[src/rtl/core/mexp_pkg.sv]
`default_nettype none

package mexp_pkg;

    localparam int MEXP_EXP_WIDTH = 63;
    localparam int MEXP_MOD_WIDTH = 31;
    localparam int BASE_WIDTH     = 63;
    localparam int STEP_W         = $clog2(BASE_WIDTH + 1);

    localparam logic [30:0] MOD_RESET = 31'd1000000007;

    typedef enum logic [2:0] {
        ST_IDLE,
        ST_REDUCE,
        ST_BIT,
        ST_MUL,
        ST_SQR,
        ST_DONE
    } mexp_state_t;

    typedef struct packed {
        logic              start;
        logic [STEP_W-1:0] steps;
    } mexp_unit_ctl_t;

    typedef struct packed {
        logic busy;
        logic done;
    } mexp_unit_sts_t;

endpackage

`default_nettype wire

[src/rtl/core/mexp_mulmod.sv]
`default_nettype none

module mexp_mulmod #(
    parameter int MOD_WIDTH = mexp_pkg::MEXP_MOD_WIDTH
) (
    input  wire                             clk,
    input  wire                             rst_n,
    input  mexp_pkg::mexp_unit_ctl_t        ctl,
    input  wire  [MOD_WIDTH-1:0]            modulus,
    input  wire  [MOD_WIDTH-1:0]            addend_in,
    input  wire  [mexp_pkg::BASE_WIDTH-1:0] scan_in,
    output mexp_pkg::mexp_unit_sts_t        sts,
    output logic [MOD_WIDTH-1:0]            product
);
    import mexp_pkg::*;

    logic                  busy_reg;
    logic                  done_reg;
    logic [STEP_W-1:0]     cnt_reg;
    logic [MOD_WIDTH-1:0]  acc_reg;
    logic [MOD_WIDTH-1:0]  acc_next;
    logic [MOD_WIDTH-1:0]  a_reg;
    logic [BASE_WIDTH-1:0] scan_reg;

    logic [MOD_WIDTH:0] mod_ext;
    logic [MOD_WIDTH:0] dbl;
    logic [MOD_WIDTH:0] dbl_red;
    logic [MOD_WIDTH:0] sum;
    logic [MOD_WIDTH:0] sum_red;

    // one step: acc = (2*acc + bit*a) mod m, scanning the operand from its top bit
    always_comb
    begin
        mod_ext  = {1'b0, modulus};
        dbl      = {acc_reg, 1'b0};
        dbl_red  = (dbl >= mod_ext) ? (dbl - mod_ext) : dbl;
        sum      = dbl_red + (scan_reg[BASE_WIDTH-1] ? {1'b0, a_reg} : '0);
        sum_red  = (sum >= mod_ext) ? (sum - mod_ext) : sum;
        acc_next = sum_red[MOD_WIDTH-1:0];
    end

    always_ff @(posedge clk or negedge rst_n)
    begin
        if (!rst_n)
        begin
            busy_reg <= 1'b0;
            done_reg <= 1'b0;
            cnt_reg  <= '0;
        end
        else if (ctl.start)
        begin
            busy_reg <= 1'b1;
            done_reg <= 1'b0;
            cnt_reg  <= ctl.steps;
        end
        else
        begin
            done_reg <= busy_reg && (cnt_reg == STEP_W'(1));
            if (busy_reg)
            begin
                cnt_reg <= cnt_reg - STEP_W'(1);
                if (cnt_reg == STEP_W'(1))
                    busy_reg <= 1'b0;
            end
        end
    end

    always_ff @(posedge clk)
    begin
        if (ctl.start)
        begin
            acc_reg  <= '0;
            a_reg    <= addend_in;
            scan_reg <= scan_in;
        end
        else if (busy_reg)
        begin
            acc_reg  <= acc_next;
            scan_reg <= {scan_reg[BASE_WIDTH-2:0], 1'b0};
        end
    end

    assign sts.busy = busy_reg;
    assign sts.done = done_reg;
    assign product  = acc_reg;

endmodule

`default_nettype wire

[src/rtl/core/modular_exponentiation_top.sv]
`default_nettype none

// Channel   Handshake                  Payload
// input     in_valid / in_ready        req_type, base_value, exponent_value
// output    out_valid / out_ready      result_value
// config    cfg_write_en               cfg_write_data (modulus)
//
// One request at a time through a bit-serial modular multiply-add unit.
// Base reduction first, then for each exponent bit up to the top set one: a
// multiply for a one bit, then a square for every bit below the top one.
// A zero base or zero exponent goes straight to the result, skipping the unit.
// Reset loads modulus 1000000007. The result waits in an output register, so
// in_ready returns before out_ready; a second result stalls until it drains.

module modular_exponentiation_top #(
    parameter int EXP_WIDTH = mexp_pkg::MEXP_EXP_WIDTH,
    parameter int MOD_WIDTH = mexp_pkg::MEXP_MOD_WIDTH
) (
    input  wire                             clk,
    input  wire                             rst_n,
    input  wire                             in_valid,
    output logic                            in_ready,
    input  wire                             req_type,
    input  wire  [mexp_pkg::BASE_WIDTH-1:0] base_value,
    input  wire  [EXP_WIDTH-1:0]            exponent_value,
    output logic                            out_valid,
    input  wire                             out_ready,
    output logic [MOD_WIDTH-1:0]            result_value,
    input  wire                             cfg_write_en,
    input  wire  [MOD_WIDTH-1:0]            cfg_write_data
);
    import mexp_pkg::*;

    localparam int EREG_W = (EXP_WIDTH > MOD_WIDTH) ? EXP_WIDTH : MOD_WIDTH;

    mexp_state_t state_reg;
    mexp_state_t state_next;

    logic [MOD_WIDTH-1:0] mod_reg;
    logic [MOD_WIDTH-1:0] acc_reg;
    logic [MOD_WIDTH-1:0] sq_reg;
    logic [EREG_W-1:0]    exp_reg;
    logic [MOD_WIDTH-1:0] res_reg;
    logic                 out_valid_reg;
    logic [MOD_WIDTH-1:0] out_data_reg;

    mexp_unit_ctl_t        unit_ctl;
    mexp_unit_sts_t        unit_sts;
    logic [MOD_WIDTH-1:0]  unit_addend;
    logic [BASE_WIDTH-1:0] unit_scan;
    logic [MOD_WIDTH-1:0]  unit_product;

    logic              accept;
    logic              mod_zero;
    logic              mod_one;
    logic              mod_small;
    logic [EREG_W-1:0] exp_eff;
    logic              zero_res;
    logic              one_res;
    logic              exp_more;
    logic              load_out;

    always_comb
    begin
        accept    = in_valid && in_ready;
        mod_zero  = (mod_reg == '0);
        mod_one   = (mod_reg == MOD_WIDTH'(1));
        mod_small = (mod_reg[MOD_WIDTH-1:1] == '0);
        exp_eff   = req_type ? EREG_W'(mod_reg - MOD_WIDTH'(2)) : EREG_W'(exponent_value);
        zero_res  = (req_type && mod_small) || (base_value == '0) || mod_zero;
        one_res   = (exp_eff == '0);
        exp_more  = (exp_reg[EREG_W-1:1] != '0);
    end

    // next state
    always_comb
    begin
        state_next = state_reg;
        case (state_reg)
            ST_IDLE:
            begin
                if (accept)
                    state_next = (zero_res || one_res) ? ST_DONE : ST_REDUCE;
            end
            ST_REDUCE:
            begin
                if (unit_sts.done)
                    state_next = ST_BIT;
            end
            ST_BIT:
            begin
                if (exp_reg[0])
                    state_next = ST_MUL;
                else if (exp_more)
                    state_next = ST_SQR;
                else
                    state_next = ST_DONE;
            end
            ST_MUL, ST_SQR:
            begin
                if (unit_sts.done)
                    state_next = ST_BIT;
            end
            ST_DONE:
            begin
                if (!out_valid_reg || out_ready)
                    state_next = ST_IDLE;
            end
            default:
                state_next = ST_IDLE;
        endcase
    end

    // outputs and unit control
    always_comb
    begin
        in_ready       = 1'b0;
        load_out       = 1'b0;
        unit_ctl.start = 1'b0;
        unit_ctl.steps = STEP_W'(MOD_WIDTH);
        unit_addend    = sq_reg;
        unit_scan      = {sq_reg, {(BASE_WIDTH - MOD_WIDTH){1'b0}}};
        case (state_reg)
            ST_IDLE:
            begin
                in_ready = 1'b1;
                if (accept && !zero_res && !one_res)
                begin
                    // reduce the base: scan all its bits with addend one
                    unit_ctl.start = 1'b1;
                    unit_ctl.steps = STEP_W'(BASE_WIDTH);
                    unit_addend    = MOD_WIDTH'(1);
                    unit_scan      = base_value;
                end
            end
            ST_BIT:
            begin
                if (exp_reg[0])
                begin
                    unit_ctl.start = 1'b1;
                    unit_addend    = acc_reg;
                end
                else if (exp_more)
                    unit_ctl.start = 1'b1;
            end
            ST_DONE:
                load_out = !out_valid_reg || out_ready;
            default:
                ;
        endcase
    end

    always_ff @(posedge clk or negedge rst_n)
    begin
        if (!rst_n)
        begin
            state_reg     <= ST_IDLE;
            out_valid_reg <= 1'b0;
            mod_reg       <= MOD_WIDTH'(MOD_RESET);
        end
        else
        begin
            state_reg <= state_next;
            if (load_out)
                out_valid_reg <= 1'b1;
            else if (out_ready)
                out_valid_reg <= 1'b0;
            if (cfg_write_en)
                mod_reg <= cfg_write_data;
        end
    end

    always_ff @(posedge clk)
    begin
        if (load_out)
            out_data_reg <= res_reg;
        case (state_reg)
            ST_IDLE:
            begin
                if (accept)
                begin
                    exp_reg <= exp_eff;
                    acc_reg <= mod_one ? '0 : MOD_WIDTH'(1);
                    res_reg <= zero_res ? '0 : MOD_WIDTH'(1);
                end
            end
            ST_REDUCE:
            begin
                if (unit_sts.done)
                    sq_reg <= unit_product;
            end
            ST_BIT:
            begin
                if (!exp_reg[0] && !exp_more)
                    res_reg <= acc_reg;
            end
            ST_MUL:
            begin
                if (unit_sts.done)
                begin
                    acc_reg    <= unit_product;
                    exp_reg[0] <= 1'b0;
                end
            end
            ST_SQR:
            begin
                if (unit_sts.done)
                begin
                    sq_reg  <= unit_product;
                    exp_reg <= {1'b0, exp_reg[EREG_W-1:1]};
                end
            end
            default:
                ;
        endcase
    end

    mexp_mulmod #(
        .MOD_WIDTH (MOD_WIDTH)
    ) u_mulmod (
        .clk       (clk),
        .rst_n     (rst_n),
        .ctl       (unit_ctl),
        .modulus   (mod_reg),
        .addend_in (unit_addend),
        .scan_in   (unit_scan),
        .sts       (unit_sts),
        .product   (unit_product)
    );

    assign out_valid    = out_valid_reg;
    assign result_value = out_data_reg;

    a_ready_unit_idle: assert property (@(posedge clk) disable iff (!rst_n)
        in_ready |-> !unit_sts.busy)
        else $error("request taken while the multiply unit is busy");

    a_accept_blocks: assert property (@(posedge clk) disable iff (!rst_n)
        (in_valid && in_ready) |=> !in_ready)
        else $error("ready stayed high after a request was taken");

    a_operands_reduced: assert property (@(posedge clk) disable iff (!rst_n)
        (state_reg == ST_BIT) |-> ((acc_reg < mod_reg) && (sq_reg < mod_reg)))
        else $error("operand not reduced below the modulus");

    a_done_expected: assert property (@(posedge clk) disable iff (!rst_n)
        unit_sts.done |->
            (state_reg == ST_REDUCE || state_reg == ST_MUL || state_reg == ST_SQR))
        else $error("multiply unit finished with no operation pending");

    a_out_from_done: assert property (@(posedge clk) disable iff (!rst_n)
        $rose(out_valid) |-> ($past(state_reg) == ST_DONE))
        else $error("result shown without a finished computation");

endmodule

`default_nettype wire

[config.mk]
export PLATFORM = sky130hd
export DESIGN_NAME = modular_exponentiation_top
export DESIGN_NICKNAME = d
export VERILOG_FILES = /design/src/rtl/core/mexp_pkg.sv /design/src/rtl/core/mexp_mulmod.sv /design/src/rtl/core/modular_exponentiation_top.sv
export SDC_FILE = /design/constraint.sdc
export NUM_CORES = 1
export LEC_CHECK = 0
export BUFFER_PORTS_ARGS = -buffer_cell sky130_fd_sc_hd__buf_4
export CORE_MARGIN = 5
export CORE_UTILIZATION = 55
export DETAILED_ROUTE_END_ITERATION = 12
export PLACE_DENSITY_LB_ADDON = 0.2
export SETUP_SLACK_MARGIN = 0.15
export SKIP_LAST_GASP = 1
export SLEW_MARGIN = 30
export SYNTH_ARGS = -nofsm -noshare
export SYNTH_HDL_FRONTEND = slang
export SYNTH_HIERARCHICAL = 1
export SYNTH_SLANG_ARGS = --single-unit
[constraint.sdc]
create_clock -name clk -period 20 [get_ports clk]
set_clock_uncertainty 0.2 [all_clocks]
set_input_delay 4 -clock clk [delete_from_list [all_inputs] [get_ports clk]]
set_output_delay 4 -clock clk [all_outputs]
set_load 0.005 [all_outputs]
* Word level (Yosys, flattened, before mapping)
Index checks and enable logic that the tools add are counted.
Storage, ports and cells: register bits after elaboration 355, latch bits 0, RAM bits 0, ROM bits 0, input port bits 163, output and inout bits 33, logic and storage cells 116, memories 0
Operators by class: add/subtract/negate cells 5, multiply operators 0, divide/modulo/power cells 0, $lt $le $gt $ge 2, eq/ne operators 13, shifts and indexed selects 0, muxes and demuxes 46, bitwise gates (word level) 0, reductions and logical operators 35
Operator list (count):
- $mux 63 | 7
- $mux 31 | 8
- $pmux 31 s2 | 3
- $logic_not 63->1 | 2
- $pmux 62 s2 | 1
- $ge 32x31->1 | 2
- $reduce_bool 62->1 | 1
- $add 32x31->32 | 1
- $mux 32 | 1
- $sub 31x2->32 const B | 1
- $sub 32x31->32 | 1
- $eq 31x1->1 const B | 1
- $logic_not 31->1 | 1
- $sub 31x31->31 | 1
- $logic_not 30->1 | 1
- $mux 6 | 3
- $mux 3 | 5
- $mux 1 | 14
- $pmux 3 s4 | 1
- $reduce_and 3->1 | 4
- $reduce_bool 2->1 | 5
- $mux 7 | 1
- $eq 3x2->1 const B | 2
- $eq 3x3->1 const B | 2
- 16 further kinds | 32

* Logic depth before layout (Yosys ltp)
word-level depth 10, mapped depth 40, mapped depth without buffers 32

* Modules after synthesis
The synthesis kept the hierarchy.
By module, submodules not included:
- modular_exponentiation_top | times used 1, cells each 963, area an instance 11004.3 µm², sequential area each 6511.2 µm²
- mexp_mulmod | times used 1, cells each 1197, area an instance 10836.6 µm², sequential area each 3643.5 µm²

* Worst setup path after synthesis
Ideal clock, no wire load.
kind input to register, start in req_type, end reg u_mulmod.scan_reg[0] (enable), setup time 0.688 ns, arrival time 8.638 ns, required time 19.112 ns, setup slack 10.474 ns, stages 16, cells stage by stage buf_2 nor4_1 nand4_1 o32ai_1 nand3_1 or4b_2 nor4_4 a211oi_4 buf_6 buf_6 o21a_1 clkbuf_1 inv_1 clkbuf_1 clkbuf_1 nand2_1
RTL lines:
- start: declaration | RTL line modular_exponentiation_top.sv:23 | input wire req_type,
- end signal: assignment | RTL line mexp_mulmod.sv:74 | scan_reg <= scan_in;
- end signal: assignment | RTL line mexp_mulmod.sv:79 | scan_reg <= {scan_reg[BASE_WIDTH-2:0], 1'b0};
- end: declaration | RTL line mexp_mulmod.sv:23 | logic [BASE_WIDTH-1:0] scan_reg;

* Worst setup path after layout
start reg mod_reg[1], end reg u_mulmod.acc_reg[12], in the netlist u_mulmod/product[12]
On the way: word-level cells in the longest chain between the ends 9, elaborated cells between the ends (all ways) 21, those cells by class add/sub: 4; order compare: 2; mux: 5; reduce/logical: 10
RTL lines:
- start: declaration | RTL line modular_exponentiation_top.sv:39 | logic [MOD_WIDTH-1:0] mod_reg;
- start signal: assignment | RTL line modular_exponentiation_top.sv:159 | mod_reg <= MOD_WIDTH'(MOD_RESET);
- start signal: assignment | RTL line modular_exponentiation_top.sv:169 | mod_reg <= cfg_write_data;
- branches (longest 9 deep; another with $sub 32x31->32)
- end signal: assignment | RTL line mexp_mulmod.sv:78 | acc_reg <= acc_next;
- end: declaration | RTL line mexp_mulmod.sv:20 | logic [MOD_WIDTH-1:0] acc_reg;
Parallel ways; which one is timed is not known. A chain may end at the register's enable or synchronous reset.

==> results.txt <==
----------------------------------------------------
[Hold path]
  Worst hold stages ... 0
  Destination of the worst hold path ... result_value[5]
  Hold Startpoint ... res_reg[5]
  Class of the tightest hold or removal check ... reg -> reg

[Timing]
  Accumulated negative setup slack ... 0 ns
  Max_slew headroom ... 39.67%
  Minimum hold slack ... 0.2167 ns
  Share of the clock period used by the worst path after layout ... 46.17%
  Setup repair after global routing missed its margin ... no
  Final worst-path setup slack ... 10.77 ns
  Final Hold Viols ... 0
  Number of setup violations in the final report ... 0
  Worst Tran Pin Value ... 0.9049 ns
  Period minus WS final ... 9.234 ns
  Final Slew Violations ... 0
  FMAX ... 108.3 MHz

[Clock network]
  Setup repair bufs after CTS ... 0
  Clock-pin slew of the registers on the worst-case setup and hold paths ... 0.06 ns
  Worst-case clock buffer depth ... 3
  Number of sinks handled by clock tree synthesis ... 355
  # hold bufs at CTS ... 0
  Number of instances resized during post-cts repair ... 0
  Number of H-tree levels ... 2
  Cell at the root of the clock tree ... sky130_fd_sc_hd__clkbuf_16
  TritonCTS clock tree ... done
  Clock insertion delay at the later pin of the skew report ... 0.56 ns
  Total clock buffers created by CTS ... 39

[Cells and area]
  Combined area of the multi-input logic cells ... 0.01092 mm2
  Area growth, synth to finish ... 14.34%
  Fill cell count ... 3,186
  Final instance area ... 0.02496 mm2
  Final antenna diode count ... 0
  Fraction of layout instances using a drive strength above 1 ... approximately 20%
  Storage cell area ... 0.01015 mm2
  Leading cell types in the layout, fill and taps excluded ... sky130_fd_sc_hd__edfxtp_1, sky130_fd_sc_hd__buf_4, sky130_fd_sc_hd__nand2_1, sky130_fd_sc_hd__o21ai_0, sky130_fd_sc_hd__nor2_1
  Net total in the final layout ... 2,568
  Most common cell after layout, fill and taps aside ... sky130_fd_sc_hd__edfxtp_1

[Power and ir drop]
  Power density over cell area ... about 170 mW/mm2
  Overall Power ... 4.128 mW
  Worst-case vdd ir drop ... 0.1191 mV
  Cell leakage power ... between 10 and 15 nW

[Route]
  Number of vias in the routed layout ... 17,743
  Router iterations before antenna repair ... 6
  DRC violation count after routing ... 0
  Post-DR vias/cell ... ~6.2
  Routed len/inst ... 21.60 um
  Starting DRT DRC Count ... 2,376
  Wire length after detailed routing ... 61,790 um
  Number of routed nets with antenna violations ... 0

[Place]
  Post-place setup slack ... 10.38 ns
  IO buf count ... roughly 200
  Cell area after placement ... 0.02366 mm2
  Final RePlAce weighted congestion ... between 0.9 and 1
  Final HPWL DP ... 45,670 um

[GRT]
  Vias in the first global route ... 16,559
  Number of antenna violations at the first check in global routing ... 0
  Global-route wire length before repair ... around 95,000 um
  Pin count of the biggest net entering global routing ... 97
  Total gr overflow ... 0
  Aggregate global-route resource usage ... 27.12%

[Yosys]
  Post-synthesis instance total ... 2,159
  Total standard cell area after synthesis ... between 0.02 and 0.025 mm2
  Yosys Warn Count ... 6
  Mean area per synthesized cell ... 10.11 um2

[Critical path]
  Worst EP arrival ... around 9.5 ns
  Slowest cell delay on critical path ... 0.62 ns
  Reg2reg end ... u_mulmod/product[12]
  Worst R2R Path Depth ... 31
  Slack of the worst reg-to-reg path ... 10.77 ns
  Launch instance of the worst register-to-register path ... mod_reg[1]
  Worst setup path category ... reg -> reg
  Maximum fanout count along the critical path ... 32
  Crit-path leading delay family ... compound AO/OA/AOI/OAI gates
  Crit start category ... flip-flop
  Master of the slowest instance on the critical path ... sky130_fd_sc_hd__dfstp_2
  Kind of capture point of the worst setup path ... flip-flop
  Crit path required time ... 20.23 ns
  Crit path buf inv count ... 2

[Die]
  Placeable Area ... 0.03955 mm2
  Number of top-level design ports ... roughly 200
  Die area ... 0.04378 mm2
  Initial core utilization ... 55.21%
  Count of standard-cell rows ... 73
  Floorplan die width ... around 210 um
  Die H ... approximately 210 um

[Flow run]
  Total of max-cap violations ... 0

[Outcome]
  Status ... completed

----------------------------------------------------
-- final cells by class --
class	count	share of cell area (%)
clock buffers	50	4.320
clock inverters	21	0.9072
inverters	77	1.158
multi-input cells	1615	43.74
flip-flops and latches	355	40.68
well taps	525	2.631
repair buffers	218	6.571
-- worst max-delay path by stage --
stage	end	slack, ns	depth (start not counted)	start
5_1_grt	u_mulmod/product[22]	10.15	28	mod_reg[3]
6_report	u_mulmod/product[12]	10.77	31	mod_reg[1]
3_3_place_gp	u_mulmod/scan_reg[7]	10.42	13	req_type
4_1_cts	u_mulmod/product[12]	10.87	28	mod_reg[0]
2_1_floorplan	u_mulmod/scan_reg[0]	10.47	16	req_type
3_5_place_dp	u_mulmod/scan_reg[7]	10.38	14	req_type
-- metrics by stage --
| stage | std cells | utilization [%] |
|---|---|---|
| 2_1_floorplan | 2163 | - |
| 3_3_place_gp | 2790 | 59.81 |
| 3_5_place_dp | 2790 | 59.81 |
| 4_1_cts | 2861 | 63.11 |
| 5_1_grt | 2861 | 63.12 |
| 6_report | 2861 | 63.12 |
-- where the power goes --
group / leakage, nW / total, mW / internal [mW] / switching (mW)
Clock: 0.633 / 0.727 / 0.424 / 0.303
Combinational: 5.97 / 2.45 / 0.998 / 1.45
Sequential: 3.42 / 0.952 / 0.866 / 0.0859
-- metal layers --
layer,GRT usage (%),share of wire [%]
met5,0,0
met2,39.45,43
met1,42.11,45
met4,8.281,3.1
met3,3.843,9.2
(Power assumes the default switching activity.)
